**src/rtl/lrmm_pkg.sv**
```systemverilog
package lrmm_pkg;

    localparam int unsigned WIDTH = 16;
    localparam int unsigned CNT_W = $clog2(WIDTH);
    localparam int unsigned OP_W  = 3;

    localparam logic [WIDTH-1:0] TAP_MASK = 16'h1BF5;
    localparam logic [WIDTH-1:0] SEED_ONE = 16'h0001;

    localparam logic [OP_W-1:0] OP_MOD     = 3'd0;
    localparam logic [OP_W-1:0] OP_MASK_01 = 3'd1;
    localparam logic [OP_W-1:0] OP_MASK_03 = 3'd2;
    localparam logic [OP_W-1:0] OP_MASK_0F = 3'd3;
    localparam logic [OP_W-1:0] OP_MASK_3F = 3'd4;
    localparam logic [OP_W-1:0] OP_MASK_7F = 3'd5;

    typedef struct packed {
        logic start;
    } div_ctl_t;

    typedef struct packed {
        logic busy;
        logic done;
    } div_sts_t;

    function automatic logic [WIDTH-1:0] mask_of(input logic [OP_W-1:0] op);
        logic [WIDTH-1:0] m;
        unique case (op)
            OP_MASK_01: m = 16'h0001;
            OP_MASK_03: m = 16'h0003;
            OP_MASK_0F: m = 16'h000F;
            OP_MASK_3F: m = 16'h003F;
            OP_MASK_7F: m = 16'h007F;
            default:    m = '0;
        endcase
        return m;
    endfunction

endpackage

```
**src/rtl/lfsr_random_modulo_mask.sv**
```systemverilog
// 16-bit Galois shift-register random source. Each accepted request steps the
// register once (shift left, XOR with 0x1BF5 when the top bit falls out) and
// returns the new register value together with a reduced draw: the value
// masked to 1, 2, 4, 6 or 7 bits, or the value modulo range_limit (zero for a
// zero limit or an unused operation). Mask draws are written to the output
// register at the edge that takes the request when that register is free,
// and otherwise wait in a hold register. Modulo draws run through a
// restoring remainder unit that retires one dividend bit per cycle; the
// next request is taken once the remainder is written to the output register.
// One request is in flight at a time; a finished result sits in the output
// register while the next request is accepted. Writing cfg_wdata reloads the
// register, with zero replaced by one.
module lfsr_random_modulo_mask (
    input  logic                       clk,
    input  logic                       rst_n,
    input  logic                       cfg_we,
    input  logic [lrmm_pkg::WIDTH-1:0] cfg_wdata,
    input  logic                       req_valid,
    output logic                       req_ready,
    input  logic [lrmm_pkg::OP_W-1:0]  operation,
    input  logic [lrmm_pkg::WIDTH-1:0] range_limit,
    output logic                       rsp_valid,
    input  logic                       rsp_ready,
    output logic [lrmm_pkg::WIDTH-1:0] draw_value,
    output logic [lrmm_pkg::WIDTH-1:0] register_value
);
    import lrmm_pkg::*;

    typedef enum logic [2:0] {
        ST_IDLE = 3'b001,
        ST_DIV  = 3'b010,
        ST_HOLD = 3'b100
    } state_t;

    state_t           state_reg, state_next;
    logic [WIDTH-1:0] lfsr_reg, lfsr_next;
    logic [WIDTH-1:0] hold_reg, hold_next;
    logic [WIDTH-1:0] draw_reg, draw_next;
    logic [WIDTH-1:0] regval_reg, regval_next;
    logic             rsp_valid_reg, rsp_valid_next;
    logic [WIDTH-1:0] lfsr_adv;
    logic             accept;
    logic             out_free;
    logic             use_div;
    div_ctl_t         div_ctl;
    div_sts_t         div_sts;
    logic [WIDTH-1:0] div_rem;

    assign lfsr_adv  = {lfsr_reg[WIDTH-2:0], 1'b0} ^ (lfsr_reg[WIDTH-1] ? TAP_MASK : '0);
    assign req_ready = (state_reg == ST_IDLE);
    assign accept    = req_valid && req_ready;
    assign out_free  = !rsp_valid_reg || rsp_ready;
    assign use_div   = (operation == OP_MOD) && (range_limit != '0);

    assign div_ctl.start = accept && use_div;

    lrmm_div u_div (
        .clk       (clk),
        .rst_n     (rst_n),
        .ctl       (div_ctl),
        .dividend  (lfsr_adv),
        .divisor   (range_limit),
        .sts       (div_sts),
        .remainder (div_rem)
    );

    always_comb
    begin
        state_next     = state_reg;
        lfsr_next      = lfsr_reg;
        hold_next      = hold_reg;
        draw_next      = draw_reg;
        regval_next    = regval_reg;
        rsp_valid_next = rsp_valid_reg && !rsp_ready;

        unique case (state_reg)
            ST_IDLE:
            begin
                if (accept)
                begin
                    lfsr_next = lfsr_adv;
                    if (use_div)
                    begin
                        state_next = ST_DIV;
                    end
                    else if (out_free)
                    begin
                        draw_next      = lfsr_adv & mask_of(operation);
                        regval_next    = lfsr_adv;
                        rsp_valid_next = 1'b1;
                    end
                    else
                    begin
                        hold_next  = lfsr_adv & mask_of(operation);
                        state_next = ST_HOLD;
                    end
                end
            end
            ST_DIV:
            begin
                if (div_sts.done)
                begin
                    if (out_free)
                    begin
                        draw_next      = div_rem;
                        regval_next    = lfsr_reg;
                        rsp_valid_next = 1'b1;
                        state_next     = ST_IDLE;
                    end
                    else
                    begin
                        hold_next  = div_rem;
                        state_next = ST_HOLD;
                    end
                end
            end
            ST_HOLD:
            begin
                if (out_free)
                begin
                    draw_next      = hold_reg;
                    regval_next    = lfsr_reg;
                    rsp_valid_next = 1'b1;
                    state_next     = ST_IDLE;
                end
            end
            default:
            begin
                state_next = ST_IDLE;
            end
        endcase

        if (cfg_we)
        begin
            lfsr_next = (cfg_wdata == '0) ? SEED_ONE : cfg_wdata;
        end
    end

    always_ff @(posedge clk or negedge rst_n)
    begin
        if (!rst_n)
        begin
            state_reg     <= ST_IDLE;
            lfsr_reg      <= SEED_ONE;
            rsp_valid_reg <= 1'b0;
        end
        else
        begin
            state_reg     <= state_next;
            lfsr_reg      <= lfsr_next;
            rsp_valid_reg <= rsp_valid_next;
        end
    end

    always_ff @(posedge clk)
    begin
        hold_reg   <= hold_next;
        draw_reg   <= draw_next;
        regval_reg <= regval_next;
    end

    assign rsp_valid      = rsp_valid_reg;
    assign draw_value     = draw_reg;
    assign register_value = regval_reg;

    a_div_busy: assert property (@(posedge clk) disable iff (!rst_n)
        (state_reg == ST_DIV) |-> div_sts.busy)
        else $error("divider idle while a modulo request is in flight");

    a_div_latency: assert property (@(posedge clk) disable iff (!rst_n)
        div_ctl.start |-> ##16 div_sts.done)
        else $error("remainder not ready after one cycle per dividend bit");

    a_hold_blocked: assert property (@(posedge clk) disable iff (!rst_n)
        (state_reg == ST_HOLD) |-> rsp_valid_reg)
        else $error("result held back while the output register is empty");

    a_lfsr_nonzero: assert property (@(posedge clk) disable iff (!rst_n)
        lfsr_reg != '0)
        else $error("shift register reached the all-zero lockup value");

endmodule

```
**src/rtl/lrmm_div.sv**
```systemverilog
module lrmm_div (
    input  logic                       clk,
    input  logic                       rst_n,
    input  lrmm_pkg::div_ctl_t         ctl,
    input  logic [lrmm_pkg::WIDTH-1:0] dividend,
    input  logic [lrmm_pkg::WIDTH-1:0] divisor,
    output lrmm_pkg::div_sts_t         sts,
    output logic [lrmm_pkg::WIDTH-1:0] remainder
);
    import lrmm_pkg::*;

    logic [WIDTH-1:0] rem_reg, rem_next;
    logic [WIDTH-1:0] dvd_reg, dvd_next;
    logic [WIDTH-1:0] dsr_reg, dsr_next;
    logic [CNT_W-1:0] cnt_reg, cnt_next;
    logic             busy_reg, busy_next;
    logic [WIDTH:0]   shifted;
    logic [WIDTH+1:0] diff;
    logic [WIDTH-1:0] rem_step;
    logic             last;

    assign shifted  = {rem_reg, dvd_reg[WIDTH-1]};
    assign diff     = {1'b0, shifted} - {2'b00, dsr_reg};
    assign rem_step = diff[WIDTH+1] ? shifted[WIDTH-1:0] : diff[WIDTH-1:0];
    assign last     = busy_reg && (cnt_reg == CNT_W'(WIDTH - 1));

    assign sts.busy  = busy_reg;
    assign sts.done  = last;
    assign remainder = rem_step;

    always_comb
    begin
        rem_next  = rem_reg;
        dvd_next  = dvd_reg;
        dsr_next  = dsr_reg;
        cnt_next  = cnt_reg;
        busy_next = busy_reg;
        if (ctl.start)
        begin
            rem_next  = '0;
            dvd_next  = dividend;
            dsr_next  = divisor;
            cnt_next  = '0;
            busy_next = 1'b1;
        end
        else if (busy_reg)
        begin
            rem_next = rem_step;
            dvd_next = {dvd_reg[WIDTH-2:0], 1'b0};
            cnt_next = cnt_reg + CNT_W'(1);
            if (last)
            begin
                busy_next = 1'b0;
            end
        end
    end

    always_ff @(posedge clk or negedge rst_n)
    begin
        if (!rst_n)
        begin
            busy_reg <= 1'b0;
            cnt_reg  <= '0;
        end
        else
        begin
            busy_reg <= busy_next;
            cnt_reg  <= cnt_next;
        end
    end

    always_ff @(posedge clk)
    begin
        rem_reg <= rem_next;
        dvd_reg <= dvd_next;
        dsr_reg <= dsr_next;
    end

endmodule
```
**config.mk**
```make
export PLATFORM = sky130hd
export DESIGN_NAME = lfsr_random_modulo_mask
export DESIGN_NICKNAME = d
export VERILOG_FILES = /design/src/rtl/lrmm_pkg.sv /design/src/rtl/lfsr_random_modulo_mask.sv /design/src/rtl/lrmm_div.sv
export SDC_FILE = /design/constraint.sdc
export NUM_CORES = 1
export LEC_CHECK = 0
export ABC_AREA = 1
export BUFFER_PORTS_ARGS = -buffer_cell sky130_fd_sc_hd__buf_4
export CORE_UTILIZATION = 50
export CTS_CLUSTER_SIZE = 16
export DETAILED_ROUTE_END_ITERATION = 8
export GPL_ROUTABILITY_DRIVEN = 0
export HOLD_SLACK_MARGIN = 0.12
export PLACE_DENSITY_LB_ADDON = 0.3
export SYNTH_ARGS = -nofsm -noshare
export SYNTH_HDL_FRONTEND = slang
export SYNTH_HIERARCHICAL = 1
export SYNTH_SLANG_ARGS = --single-unit
```
**constraint.sdc**
```tcl
create_clock -name clk -period 7.4 [get_ports clk]
set_input_delay 1.11 -clock clk [delete_from_list [all_inputs] [get_ports clk]]
set_output_delay 1.11 -clock clk [all_outputs]
set_load 0.01 [all_outputs]
```
==> reports/results.ini <==
[worst_setup_path]
end_kind = register
cp_slowest_cell = nor2_1
cp.arrival_ps = 3530
cp-start-kind = input port
cp_cell_sequence = buf_4 -> nor2_1 -> nand2_1 -> nor2_1 -> nand2_1 -> nand2_1 -> nor2_2 -> buf_4 -> nor2_1 -> inv_1
ff2ff_path_depth = 8
regToRegSetupSlack_ps = 4410
r2r-end = u_div/dvd_reg[9]$_DFFE_PP_
cp.required_ps = 7420
cpPeakStageDelay_ps = 820
crit_buf_inv = 3
crit_cells = 10
r2r-start = state_reg[1]$_DFFE_PN0P_
cp_max_fo = 35
crit_type = input port to register
critical-path-top-delay-family = simple AND/OR/NAND/NOR gates

[pwr]
peakVddDrop_mv = 0.170
leakagePower_nw = 3.72
powerDensity_nw_per_um2 = 409
power_w = 0.00320

[cells_and_area]
post-route-util_pct = 61.6
layout.nets = 933
num_antenna_cells = 0
drive_above_1_share_pct = 16.3
stdcell_count = 1058
syn_to_final_growth_pct = 18.8
final_common_cell = nand2_1
final_cell_mix = 289 x nand2_1, 102 x inv_1, 83 x nor2_1, 80 x edfxtp_1, 77 x buf_4

[detailed_routing]
ant_nets = 0
firstDrtPassIters = 5
routed_wl_mm = 14.1
dr_total_vias = 5282
routedWlPerCell_um = 13.3
drc = 0
routed_via_density = 4.99
drtIter0Drc = 486

[clocking]
root_buffer = clkbuf_16
post_cts_resize_count = 0
clk_latency_ps = 420
cts_setup_buffers = 0
cts_tree = built
clockBufferDepth = 2
cts_buffers = 17
holdBufCountCts = 0
h-tree-depth = 4
cts_sinks = 121
clkTransAtPathRegs_ps = 60

[die]
dieArea_sq_um = 13700
coreArea_sq_um = 12700
die_w_um = 117
ios = 74
start_util_pct = 51.8
fp.dieH_um = 117
num_rows = 41

[sta]
tightest_slew_ps = 1020
final.period_utilization_pct = 47.5
rsz0062_at_grt = no
fin_skew_ps = 12.3
drv_slew = 0
max_slew_margin_pct = 31.6
setup_ws_ps = 3890
fin_tns_setup_ps = 0
final-setup-viol-count = 0
fmax_mhz = 285
min_period_ps = 3510
hold_viol_final = 0

[global_route]
antenna_found_initial = 0
grt_use_total_pct = 22.3
grt_pass1_wl_mm = 22.6
globalRoute.totalOverflow = 0
grt_pass1_vias = 4537
grt_max_degree = 36

[hold_path]
min-delay-start = u_div/rem_reg[15]$_SDFFE_PP0P_
hp-class = register to register
hold_depth = 2
holdPathEnd = u_div/rem_reg[15]$_SDFFE_PP0P_

[synthesis]
syn_area_per_cell_sq_um = 8.29
yosys_warnings = 6
netlist_area_sq_um = 6600
synthCells = 796
syn_nets = 856

[placement]
port_buffers = 73
pre_cts_slack_ps = 3420
dp.cells = 1026
dp_hpwl_mm = 10.4

[job]
drv_cap = 0

[outcome]
status = complete, no violations

==> cell type report <==
| type | instances | area, sq um |
|---|---|---|
| Timing Repair Buffer | 77 | 578 |
| Sequential cell | 121 | 3350 |
| Clock inverter | 12 | 88.8 |
| Inverter | 107 | 402 |
| Clock buffer | 20 | 479 |
| Tap cell | 172 | 215 |
| Multi-Input combinational cell | 549 | 2720 |
| Fill cell | 1152 | 4890 |
==> worst max path at each step <==
stage,startpoint,endpoint
after floorplan,operation[2],u_div/dvd_reg[0]$_SDFFCE_PN0P_
after global placement,range_limit[15],u_div/dvd_reg[9]$_DFFE_PP_
after detailed placement,range_limit[15],u_div/dvd_reg[10]$_DFFE_PP_
after CTS,range_limit[15],u_div/dvd_reg[10]$_DFFE_PP_
after global routing,range_limit[15],u_div/rem_reg[5]$_SDFFE_PP0P_
final,range_limit[15],u_div/dvd_reg[9]$_DFFE_PP_
==> layer usage <==
metal | GRT usage, % | part of all wire [%] | vias to the layer above
met3 | 5.66 | 6.3 | 27
met2 | 30.7 | 42 | 168
met5 | 0 | 0 | -
li1 | - | - | 2693
met1 | 33.6 | 50 | 2394
met4 | 8.44 | 1.8 | 0
==> metrics by stage <==
step	hold slack [ps]	instance area [sq um]
finish	480	7830
global route	495	7830
CTS	479	7830
detailed placement	466	7260
global placement	463	7260
floorplan	445	6600
==> power breakdown <==
group	switching, W	internal [W]	total [W]
Combinational	0.000826	0.000449	0.00127
Sequential	0.000126	0.00102	0.00115
Clock	0.000311	0.000469	0.000780
==> worst min-delay path, stage by stage, from the launching register on <==
cell	delay [ps]
dfxtp_1	320
nand2_1	70
nand2_1	50
No activity file was read; power rests on OpenSTA's default activity.
